--- src/hw/rtl/dtq_pkg.sv ---
// Shared types and codes of the delta timer queue.
package dtq_pkg;

   localparam int ID_W    = 16;
   localparam int DELTA_W = 32;

   typedef logic [1:0] cmd_type;
   typedef logic [1:0] status_type;

   localparam cmd_type CMD_INSERT = 2'd0;
   localparam cmd_type CMD_REMOVE = 2'd1;
   localparam cmd_type CMD_POP    = 2'd2;

   localparam status_type STATUS_DONE      = 2'd0;
   localparam status_type STATUS_NOT_FOUND = 2'd1;
   localparam status_type STATUS_FULL      = 2'd2;
   localparam status_type STATUS_EMPTY     = 2'd3;

   typedef struct packed {
      logic [ID_W-1:0]    id;
      logic [DELTA_W-1:0] delta;
   } entry_type;

   localparam int ENTRY_W = $bits(entry_type);

endpackage

--- src/hw/rtl/dtq_if.sv ---
// Request and response channel interfaces of the delta timer queue.
interface dtq_req_if
   import dtq_pkg::*;
   ();
   logic                 valid;
   logic                 ready;
   cmd_type              command;
   logic [ID_W-1:0]      task_id;
   logic [DELTA_W-1:0]   delay_in;

   modport source (output valid, command, task_id, delay_in, input ready);
   modport sink   (input valid, command, task_id, delay_in, output ready);
endinterface

interface dtq_rsp_if
   import dtq_pkg::*;
   #(parameter int CNT_W = 5)
   ();
   logic                 valid;
   logic                 ready;
   status_type           status;
   logic [ID_W-1:0]      out_id;
   logic [DELTA_W-1:0]   out_delta;
   logic [CNT_W-1:0]     entry_count;

   modport source (output valid, status, out_id, out_delta, entry_count, input ready);
   modport sink   (input valid, status, out_id, out_delta, entry_count, output ready);
endinterface

--- src/hw/rtl/dtq_ram.sv ---
// Generic single-write, single-read RAM with registered read data.
module dtq_ram #(
   parameter int WIDTH = 8,
   parameter int DEPTH = 16
) (
   input  logic                     clock,
   input  logic                     wr_en,
   input  logic [$clog2(DEPTH)-1:0] wr_addr,
   input  logic [WIDTH-1:0]         wr_data,
   input  logic [$clog2(DEPTH)-1:0] rd_addr,
   output logic [WIDTH-1:0]         rd_data
);

   logic [WIDTH-1:0] mem_ff [DEPTH];
   logic [WIDTH-1:0] rd_data_ff;

   always_ff @(posedge clock) begin
      if (wr_en) begin
         mem_ff[wr_addr] <= wr_data;
      end
      rd_data_ff <= mem_ff[rd_addr];
   end

   assign rd_data = rd_data_ff;

endmodule

--- src/hw/rtl/delta_timer_queue.sv ---
// Delta timer queue: a bounded list of up to CAPACITY timers kept in order of expiry, where
// each entry stores a task id and its delay relative to the entry ahead of it. An insert
// walks the list from the front one entry per cycle, since each step needs the link and
// delta read out of the slot memories before the next address is known. An insert takes a
// free slot, walks the entries it must examine (at most CAPACITY), then links the new entry
// in and fixes up its neighbours. A remove that finds its id walks, passes its delta on to
// its successor and frees its slot; one that does not only walks. A pop unlinks the head
// directly, and a request refused as full or empty, or a remove on an empty queue, goes
// straight to loading its result into the response register, which holds a finished
// result while the next request is taken; a result that finds the register still occupied
// waits until the consumer drains it. After reset the queue is empty and ready at once.
module delta_timer_queue
   import dtq_pkg::*;
#(
   parameter int CAPACITY = 16
) (
   input  logic     clock,
   input  logic     reset,
   dtq_req_if.sink  req_bus,
   dtq_rsp_if.source rsp_bus
);

   localparam int SW = $clog2(CAPACITY);
   localparam int LW = $clog2(CAPACITY + 1);
   localparam logic [LW-1:0] NIL = LW'(CAPACITY);

   typedef enum logic [8:0] {
      ST_IDLE     = 9'b000000001,
      ST_ALLOC    = 9'b000000010,
      ST_WALK     = 9'b000000100,
      ST_INS_LINK = 9'b000001000,
      ST_INS_FIX  = 9'b000010000,
      ST_REM_ADD  = 9'b000100000,
      ST_REM_FREE = 9'b001000000,
      ST_POP      = 9'b010000000,
      ST_RESP     = 9'b100000000
   } state_type;

   // Control state.
   state_type          state_ff, state_in;
   logic [LW-1:0]      first_ff, first_in;
   logic [LW-1:0]      free_ff, free_in;
   logic [LW-1:0]      count_ff, count_in;
   logic [CAPACITY-1:0] vld_ff, vld_in;
   logic               rsp_valid_ff, rsp_valid_in;

   // Per-operation working registers.
   cmd_type            cmd_ff, cmd_in;
   logic [ID_W-1:0]    id_ff, id_in;
   logic [DELTA_W-1:0] delay_ff, delay_in;
   logic [SW-1:0]      slot_ff, slot_in;
   logic [LW-1:0]      prev_ff, prev_in;
   logic [LW-1:0]      cur_ff, cur_in;
   logic [LW-1:0]      nxt_ff, nxt_in;
   logic [DELTA_W-1:0] acc_ff, acc_in;
   entry_type          cur_word_ff, cur_word_in;
   logic [SW-1:0]      rd_addr_ff;
   status_type         res_status_ff, res_status_in;
   logic [ID_W-1:0]    res_id_ff, res_id_in;
   logic [DELTA_W-1:0] res_delta_ff, res_delta_in;

   // Response register payload.
   status_type         rsp_status_ff, rsp_status_in;
   logic [ID_W-1:0]    rsp_id_ff, rsp_id_in;
   logic [DELTA_W-1:0] rsp_delta_ff, rsp_delta_in;
   logic [LW-1:0]      rsp_count_ff, rsp_count_in;

   // Memory ports.
   logic [SW-1:0]      rd_addr;
   logic               link_we;
   logic [SW-1:0]      link_wa;
   logic [LW-1:0]      link_wd;
   logic [LW-1:0]      link_rd;
   logic               data_we;
   logic [SW-1:0]      data_wa;
   entry_type          data_wd;
   logic [ENTRY_W-1:0] data_rd;

   logic [LW-1:0]      link_q;
   entry_type          data_q;
   logic [DELTA_W:0]   walk_sum;
   logic               req_accept;

   dtq_ram #(.WIDTH(LW), .DEPTH(CAPACITY)) u_link_ram (
      .clock   (clock),
      .wr_en   (link_we),
      .wr_addr (link_wa),
      .wr_data (link_wd),
      .rd_addr (rd_addr),
      .rd_data (link_rd)
   );

   dtq_ram #(.WIDTH(ENTRY_W), .DEPTH(CAPACITY)) u_data_ram (
      .clock   (clock),
      .wr_en   (data_we),
      .wr_addr (data_wa),
      .wr_data (data_wd),
      .rd_addr (rd_addr),
      .rd_data (data_rd)
   );

   // A link slot never written still holds its place in the initial free chain.
   assign link_q = vld_ff[rd_addr_ff] ? link_rd : (LW'(rd_addr_ff) + LW'(1));
   assign data_q = entry_type'(data_rd);
   assign walk_sum = {1'b0, acc_ff} + {1'b0, data_q.delta};

   assign req_bus.ready = (state_ff == ST_IDLE);
   assign req_accept = req_bus.valid && req_bus.ready;

   assign rsp_bus.valid       = rsp_valid_ff;
   assign rsp_bus.status      = rsp_status_ff;
   assign rsp_bus.out_id      = rsp_id_ff;
   assign rsp_bus.out_delta   = rsp_delta_ff;
   assign rsp_bus.entry_count = rsp_count_ff;

   always_comb begin
      state_in      = state_ff;
      first_in      = first_ff;
      free_in       = free_ff;
      count_in      = count_ff;
      vld_in        = vld_ff;
      cmd_in        = cmd_ff;
      id_in         = id_ff;
      delay_in      = delay_ff;
      slot_in       = slot_ff;
      prev_in       = prev_ff;
      cur_in        = cur_ff;
      nxt_in        = nxt_ff;
      acc_in        = acc_ff;
      cur_word_in   = cur_word_ff;
      res_status_in = res_status_ff;
      res_id_in     = res_id_ff;
      res_delta_in  = res_delta_ff;
      rsp_status_in = rsp_status_ff;
      rsp_id_in     = rsp_id_ff;
      rsp_delta_in  = rsp_delta_ff;
      rsp_count_in  = rsp_count_ff;
      rsp_valid_in  = rsp_valid_ff && !rsp_bus.ready;

      rd_addr = first_ff[SW-1:0];
      link_we = 1'b0;
      link_wa = '0;
      link_wd = '0;
      data_we = 1'b0;
      data_wa = '0;
      data_wd = '0;

      case (state_ff)
         ST_IDLE: begin
            if (req_bus.command == CMD_INSERT) begin
               rd_addr = free_ff[SW-1:0];
            end
            if (req_accept) begin
               cmd_in   = req_bus.command;
               id_in    = req_bus.task_id;
               delay_in = req_bus.delay_in;
               slot_in  = free_ff[SW-1:0];
               prev_in  = NIL;
               cur_in   = first_ff;
               acc_in   = '0;
               case (req_bus.command)
                  CMD_INSERT: begin
                     if (count_ff >= NIL || free_ff == NIL) begin
                        res_status_in = STATUS_FULL;
                        res_id_in     = req_bus.task_id;
                        res_delta_in  = '0;
                        state_in      = ST_RESP;
                     end else begin
                        state_in = ST_ALLOC;
                     end
                  end
                  CMD_REMOVE: begin
                     if (first_ff == NIL) begin
                        res_status_in = STATUS_NOT_FOUND;
                        res_id_in     = req_bus.task_id;
                        res_delta_in  = '0;
                        state_in      = ST_RESP;
                     end else begin
                        state_in = ST_WALK;
                     end
                  end
                  CMD_POP: begin
                     if (first_ff == NIL || count_ff == '0) begin
                        res_status_in = STATUS_EMPTY;
                        res_id_in     = '0;
                        res_delta_in  = '0;
                        state_in      = ST_RESP;
                     end else begin
                        state_in = ST_POP;
                     end
                  end
                  default: begin
                     res_status_in = STATUS_DONE;
                     res_id_in     = '0;
                     res_delta_in  = '0;
                     state_in      = ST_RESP;
                  end
               endcase
            end
         end

         ST_ALLOC: begin
            // The allocated slot's link names the new head of the free list.
            free_in = link_q;
            if (first_ff != NIL) begin
               state_in = ST_WALK;
            end else begin
               state_in = ST_INS_LINK;
            end
         end

         ST_WALK: begin
            // The next read goes out to the successor while this entry is judged.
            rd_addr = link_q[SW-1:0];
            if (cmd_ff == CMD_INSERT) begin
               if (walk_sum <= {1'b0, delay_ff}) begin
                  acc_in  = walk_sum[DELTA_W-1:0];
                  prev_in = cur_ff;
                  cur_in  = link_q;
                  if (link_q == NIL) begin
                     state_in = ST_INS_LINK;
                  end
               end else begin
                  cur_word_in = data_q;
                  state_in    = ST_INS_LINK;
               end
            end else begin
               if (data_q.id == id_ff) begin
                  cur_word_in = data_q;
                  nxt_in      = link_q;
                  state_in    = ST_REM_ADD;
               end else begin
                  prev_in = cur_ff;
                  cur_in  = link_q;
                  if (link_q == NIL) begin
                     res_status_in = STATUS_NOT_FOUND;
                     res_id_in     = id_ff;
                     res_delta_in  = '0;
                     state_in      = ST_RESP;
                  end
               end
            end
         end

         ST_INS_LINK: begin
            res_status_in = STATUS_DONE;
            res_id_in     = id_ff;
            res_delta_in  = delay_ff - acc_ff;
            data_we       = 1'b1;
            data_wa       = slot_ff;
            data_wd.id    = id_ff;
            data_wd.delta = delay_ff - acc_ff;
            link_we       = 1'b1;
            link_wa       = slot_ff;
            link_wd       = cur_ff;
            vld_in[slot_ff] = 1'b1;
            state_in      = ST_INS_FIX;
         end

         ST_INS_FIX: begin
            if (prev_ff != NIL) begin
               link_we = 1'b1;
               link_wa = prev_ff[SW-1:0];
               link_wd = LW'(slot_ff);
               vld_in[prev_ff[SW-1:0]] = 1'b1;
            end else begin
               first_in = LW'(slot_ff);
            end
            if (cur_ff != NIL) begin
               data_we       = 1'b1;
               data_wa       = cur_ff[SW-1:0];
               data_wd.id    = cur_word_ff.id;
               data_wd.delta = cur_word_ff.delta - res_delta_ff;
            end
            count_in = count_ff + LW'(1);
            state_in = ST_RESP;
         end

         ST_REM_ADD: begin
            // The removed entry's delta passes on to its successor.
            if (nxt_ff != NIL) begin
               data_we       = 1'b1;
               data_wa       = nxt_ff[SW-1:0];
               data_wd.id    = data_q.id;
               data_wd.delta = data_q.delta + cur_word_ff.delta;
            end
            if (prev_ff != NIL) begin
               link_we = 1'b1;
               link_wa = prev_ff[SW-1:0];
               link_wd = nxt_ff;
               vld_in[prev_ff[SW-1:0]] = 1'b1;
            end else begin
               first_in = nxt_ff;
            end
            state_in = ST_REM_FREE;
         end

         ST_REM_FREE: begin
            link_we = 1'b1;
            link_wa = cur_ff[SW-1:0];
            link_wd = free_ff;
            vld_in[cur_ff[SW-1:0]] = 1'b1;
            free_in = cur_ff;
            if (count_ff != '0) begin
               count_in = count_ff - LW'(1);
            end
            res_status_in = STATUS_DONE;
            res_id_in     = id_ff;
            res_delta_in  = cur_word_ff.delta;
            state_in      = ST_RESP;
         end

         ST_POP: begin
            first_in = link_q;
            link_we  = 1'b1;
            link_wa  = first_ff[SW-1:0];
            link_wd  = free_ff;
            vld_in[first_ff[SW-1:0]] = 1'b1;
            free_in  = first_ff;
            count_in = count_ff - LW'(1);
            res_status_in = STATUS_DONE;
            res_id_in     = data_q.id;
            res_delta_in  = data_q.delta;
            state_in      = ST_RESP;
         end

         ST_RESP: begin
            if (!rsp_valid_ff || rsp_bus.ready) begin
               rsp_valid_in  = 1'b1;
               rsp_status_in = res_status_ff;
               rsp_id_in     = res_id_ff;
               rsp_delta_in  = res_delta_ff;
               rsp_count_in  = count_ff;
               state_in      = ST_IDLE;
            end
         end

         default: begin
            state_in = ST_IDLE;
         end
      endcase
   end

   always_ff @(posedge clock) begin
      if (reset) begin
         state_ff     <= ST_IDLE;
         first_ff     <= NIL;
         free_ff      <= '0;
         count_ff     <= '0;
         vld_ff       <= '0;
         rsp_valid_ff <= 1'b0;
      end else begin
         state_ff     <= state_in;
         first_ff     <= first_in;
         free_ff      <= free_in;
         count_ff     <= count_in;
         vld_ff       <= vld_in;
         rsp_valid_ff <= rsp_valid_in;
      end
   end

   always_ff @(posedge clock) begin
      cmd_ff        <= cmd_in;
      id_ff         <= id_in;
      delay_ff      <= delay_in;
      slot_ff       <= slot_in;
      prev_ff       <= prev_in;
      cur_ff        <= cur_in;
      nxt_ff        <= nxt_in;
      acc_ff        <= acc_in;
      cur_word_ff   <= cur_word_in;
      rd_addr_ff    <= rd_addr;
      res_status_ff <= res_status_in;
      res_id_ff     <= res_id_in;
      res_delta_ff  <= res_delta_in;
      rsp_status_ff <= rsp_status_in;
      rsp_id_ff     <= rsp_id_in;
      rsp_delta_ff  <= rsp_delta_in;
      rsp_count_ff  <= rsp_count_in;
   end

endmodule
--- src/flat_wrapper.sv ---
// flat-port wrapper written by rule: the top's interface ports become plain ports
module delta_timer_queue_flat import dtq_pkg::*;
#(
   parameter int CAPACITY = 16
)
  (clock, reset, req_bus_valid, req_bus_command, req_bus_task_id, req_bus_delay_in, req_bus_ready, rsp_bus_valid, rsp_bus_status, rsp_bus_out_id, rsp_bus_out_delta, rsp_bus_entry_count, rsp_bus_ready);
  dtq_req_if req_bus_i ();
  dtq_rsp_if rsp_bus_i ();
  input  logic clock;
  input  logic reset;
  input wire logic [$bits(req_bus_i.valid)-1:0] req_bus_valid;
  input wire logic [$bits(req_bus_i.command)-1:0] req_bus_command;
  input wire logic [$bits(req_bus_i.task_id)-1:0] req_bus_task_id;
  input wire logic [$bits(req_bus_i.delay_in)-1:0] req_bus_delay_in;
  output wire logic [$bits(req_bus_i.ready)-1:0] req_bus_ready;
  output wire logic [$bits(rsp_bus_i.valid)-1:0] rsp_bus_valid;
  output wire logic [$bits(rsp_bus_i.status)-1:0] rsp_bus_status;
  output wire logic [$bits(rsp_bus_i.out_id)-1:0] rsp_bus_out_id;
  output wire logic [$bits(rsp_bus_i.out_delta)-1:0] rsp_bus_out_delta;
  output wire logic [$bits(rsp_bus_i.entry_count)-1:0] rsp_bus_entry_count;
  input wire logic [$bits(rsp_bus_i.ready)-1:0] rsp_bus_ready;
  assign req_bus_i.valid = req_bus_valid;
  assign req_bus_i.command = req_bus_command;
  assign req_bus_i.task_id = req_bus_task_id;
  assign req_bus_i.delay_in = req_bus_delay_in;
  assign req_bus_ready = req_bus_i.ready;
  assign rsp_bus_valid = rsp_bus_i.valid;
  assign rsp_bus_status = rsp_bus_i.status;
  assign rsp_bus_out_id = rsp_bus_i.out_id;
  assign rsp_bus_out_delta = rsp_bus_i.out_delta;
  assign rsp_bus_entry_count = rsp_bus_i.entry_count;
  assign rsp_bus_i.ready = rsp_bus_ready;
  delta_timer_queue #(.CAPACITY(CAPACITY)) u_core (.clock(clock), .reset(reset), .req_bus(req_bus_i), .rsp_bus(rsp_bus_i));
endmodule
--- config.mk ---
export PLATFORM = sky130hd
export DESIGN_NAME = delta_timer_queue_flat
export DESIGN_NICKNAME = d
export VERILOG_FILES = /design/src/hw/rtl/dtq_pkg.sv /design/src/hw/rtl/dtq_if.sv /design/src/hw/rtl/dtq_ram.sv /design/src/hw/rtl/delta_timer_queue.sv /design/src/flat_wrapper.sv
export SDC_FILE = /design/constraint.sdc
export NUM_CORES = 2
export LEC_CHECK = 0
export ABC_CLOCK_PERIOD_IN_PS = 9700
export BUFFER_PORTS_ARGS = -buffer_cell sky130_fd_sc_hd__buf_2
export CAP_MARGIN = 20
export CELL_PAD_IN_SITES_DETAIL_PLACEMENT = 2
export CELL_PAD_IN_SITES_GLOBAL_PLACEMENT = 2
export CORE_MARGIN = 2
export CORE_UTILIZATION = 32
export DETAILED_ROUTE_END_ITERATION = 7
export PLACE_DENSITY_LB_ADDON = 0.1
export SYNTH_ARGS = -nofsm -noshare
export SYNTH_HDL_FRONTEND = slang
export SYNTH_SLANG_ARGS = --single-unit
--- constraint.sdc ---
create_clock -name clock -period 9.7 [get_ports clock]
set_input_delay 0.485 -clock clock [delete_from_list [all_inputs] [get_ports clock]]
set_output_delay 0.485 -clock clock [all_outputs]
set_load 0.1 [all_outputs]
==> flow_summary.toml <==
[outcome]
status = "complete, but fails checks"
violations = "DRC"

[layout]
seq_area_um2 = 35100
area_growth_pct = 15.3
nFillCells = 17112
final_common_cell = "edfxtp_1"
final_area_um2 = 61900
layout_common_cells = "edfxtp_1 (1,102), nand2_1 (895), a21oi_1 (367), inv_1 (169), ha_1 (165)"
layout-drive-gt1-share_pct = 9.87
nNetsFinal = 4782
fin_util_pct = 37.1
multiInputGateArea_um2 = 17100

[sta]
maxSlewViolCount = 0
slew_headroom_pct = 18.7
setup_violations = 0
max_freq_ghz = 0.140
period_needed_ps = 7150
period_share_pct = 73.7
fin_ws_ps = 2550
holdWs_ps = 99.8
worstMarginPinSlew_ps = 1220
rsz0062_at_grt = "no"
fin_skew_ps = 47.3
hold_viol = 0
fin_tns_setup_ps = 0

[synthesis]
synth-warning-count = 0
synth.distinct_cells = 88
synth-seq-cells = 1200
async_reset_ff_share_pct = 0
synth_area_um2 = 53700
synth-edff-count = 1102
synthTopCellsByArea = "edfxtp_1 (62%), nand2_1 (6.3%), ha_1 (3.8%)"
synth_largest_area_cell = "edfxtp_1"
yosys.area.top_type_share_pct = 61.7
synth_ff_type = "edfxtp_1"
avgSynthCellArea_um2 = 12.3
syn-num-nets = 4602
yosysSeqAreaShare_pct = 65.3
syn_inst = 4378

[global_routing]
grt_max_degree = 156
busiest_layer = "met2"
met1_usage_pct = 30.7
overflow = 0
grt_pass1_wl_mm = 266
grt_pass1_vias = 38672
grt.total_usage_pct = 21.1
antenna_found_initial = 3
grt_use_met3_pct = 3.04
use_met2_pct = 33.2

[setup_path]
critPathArrivalTime_ps = 7550
cp_max_fo = 32
path_class = "reg -> reg"
cp.required_ps = 10100
cp-start-kind = "register"
critPathCaptureType = "register"
timing.rr.start = "u_core.acc_ff[0]$_SDFFCE_PN0P_"
crit_start = "u_core.acc_ff[0]$_SDFFCE_PN0P_"

[placement]
dpl_cell_area_um2 = 56800
gp_congestion = 0.775
dp_slack_ps = 2560
io_buffers = 110
hpwlAfterDp_mm = 111

[die]
fp-row-count = 150
core_um2 = 167000
num_io_pins = 111
die_w_um = 414
die_area_um2 = 171000
die_h_um = 414
initial_core_util_pct = 32.2

[routing]
post_drt_via_cell_ratio = 5.31
drt_pass1_iterations = 8
first_iter_violations = 2503
ant_nets = 0
wirelength_mm = 182
via_count = 36528
drc = 2
wl_per_cell_um = 26.5

[worst_hold_path]
hp-class = "in -> reg"
worstHoldStart = "req_bus_valid"

[clock_network]
insertion_delay_ps = 810
cts.clk_slew.worst_paths_ps = 60
cts_tree = "done"
cts_buffers = 144
clockBufferDepth = 3
h-tree-depth = 4
cts_sinks = 1200
cts-root-buf = "clkbuf_16"

[run]
cap_violations = 0

[power_and_ir_drop]
peakVddDrop_mv = 0.161
p_leak_nw = 21.8
powerDensity_nw_per_um2 = 190
synthesized netlist by cell type, types with 10 or more instances:
| cell | count |
|---|---|
| o21ai_1 | 20 |
| xor2_1 | 55 |
| inv_1 | 170 |
| a22oi_1 | 77 |
| or3_1 | 13 |
| a32oi_1 | 106 |
| a21o_1 | 67 |
| nor3_1 | 33 |
| nand2b_1 | 20 |
| a31oi_1 | 69 |
| nand3_1 | 134 |
| a21oi_1 | 367 |
| xnor2_1 | 67 |
| or2_2 | 10 |
| mux2i_1 | 66 |
| o21ai_0 | 76 |
| ha_1 | 165 |
| nor2b_1 | 16 |
| nand4_1 | 27 |
| and2_1 | 46 |
| nor3b_1 | 11 |
| dfxtp_1 | 98 |
| and3_1 | 24 |
| buf_2 | 92 |
| o21a_1 | 16 |
| edfxtp_1 | 1102 |
| nand2_1 | 896 |
| a222oi_1 | 34 |
| nor2_1 | 162 |
| buf_4 | 23 |
| a221o_1 | 32 |
| clkbuf_1 | 82 |
| o211ai_1 | 11 |
| o21bai_1 | 16 |
| o221ai_1 | 11 |
| a211oi_1 | 20 |
state kept, by name, summed over array words and instances, names as in the netlist, 9 cells and up:
name and count:
u_core.state_ff 9, u_core.acc_ff 32, u_core.rsp_bus.out_id 16, u_core.delay_ff 32, u_core.vld_ff 16, u_core.res_id_ff 16, u_core.u_data_ram.rd_data 48, u_core.rsp_bus.out_delta 32
u_core.id_ff 16, u_core.cur_word_ff 48, u_core.u_link_ram.mem_ff 80, u_core.u_data_ram.mem_ff 768, u_core.res_delta_ff 32
final timing paths:
path / to / slack, ps / cells past startpoint
setup / recovery: u_core.acc_ff[19]$_SDFFCE_PN0P_ / 2550 / 22
hold / removal: u_core.state_ff[0]$_SDFFE_PP1P_ / 100 / 4
setup reg to reg: u_core.acc_ff[19]$_SDFFCE_PN0P_ / 2550 / 22
hold reg to reg: u_core.rsp_bus.status[1]$_DFFE_PP_ / 420 / 0
critical path, stage by stage, from the launching register on:
cell and delay, ps:
edfxtp_1 400, ha_1 240, fa_1 450, a211oi_1 250
o21bai_1 110, a21oi_1 310, o21ai_1 170, a31oi_1 480
o21ai_0 250, a21o_1 220, a21oi_1 260, xnor2_1 130
ha_1 310, nand4_1 190, nor4_1 680, nand4_1 160
o21ai_0 110, a31oi_1 70, or4_1 440, a211oi_1 830
nand2_1 110, nand2_1 100, buf_4 410
where the power goes:
group	leakage (nW)	switching (W)	total (W)	internal (W)
combinational	9.04	0.000528	0.000814	0.000286
sequential	10.5	0.0000667	0.00574	0.00568
clock	2.19	0.00229	0.00521	0.00292
area by class of cell:
| cell class | instances | area share [%] |
|---|---|---|
| Clock buffer | 190 | 6.23 |
| Inverter | 175 | 1.08 |
| Clock inverter | 68 | 1.06 |
| Antenna cell | 2 | 0.00809 |
| Timing Repair Buffer | 242 | 2.80 |
| Sequential cell | 1200 | 56.7 |
| Multi-Input combinational cell | 2795 | 27.7 |
| Tap cell | 2204 | 4.46 |
per-layer routing:
metal,part of all wire (%),routed length (um)
met5,0,0
met1,49,88900
met3,3.8,6870
met2,46,83100
met4,2.0,3560
what timing repair did:
action,CTS,global route
resized for setup,0,0
hold endpoints to repair,53,0
endpoints found under the setup margin,0,0
hold buffers,51,0
setup buffers,0,0
per-stage QoR:
stage | power [W] | cells
6_report | 0.0118 | 6876
3_3_place_gp | 0.00664 | 6559
3_5_place_dp | 0.00665 | 6562
2_1_floorplan | 0.00637 | 4378
5_1_grt | 0.0122 | 6874
4_1_cts | 0.0119 | 6871
kinds of logic after synthesis:
kind of cell               Yosys count  share of synthesized area, %
AOI/OAI and AO/OA                 1002                          12.5
xor gates and xnor gates           122                          1.99
adders and majority gates          170                          4.03
buffers and inverters              383                          3.15
DFF                               1200                          65.3
muxes                               74                          1.55
and+or+nand+nor                   1427                          11.5
(Power assumes the default switching activity.)
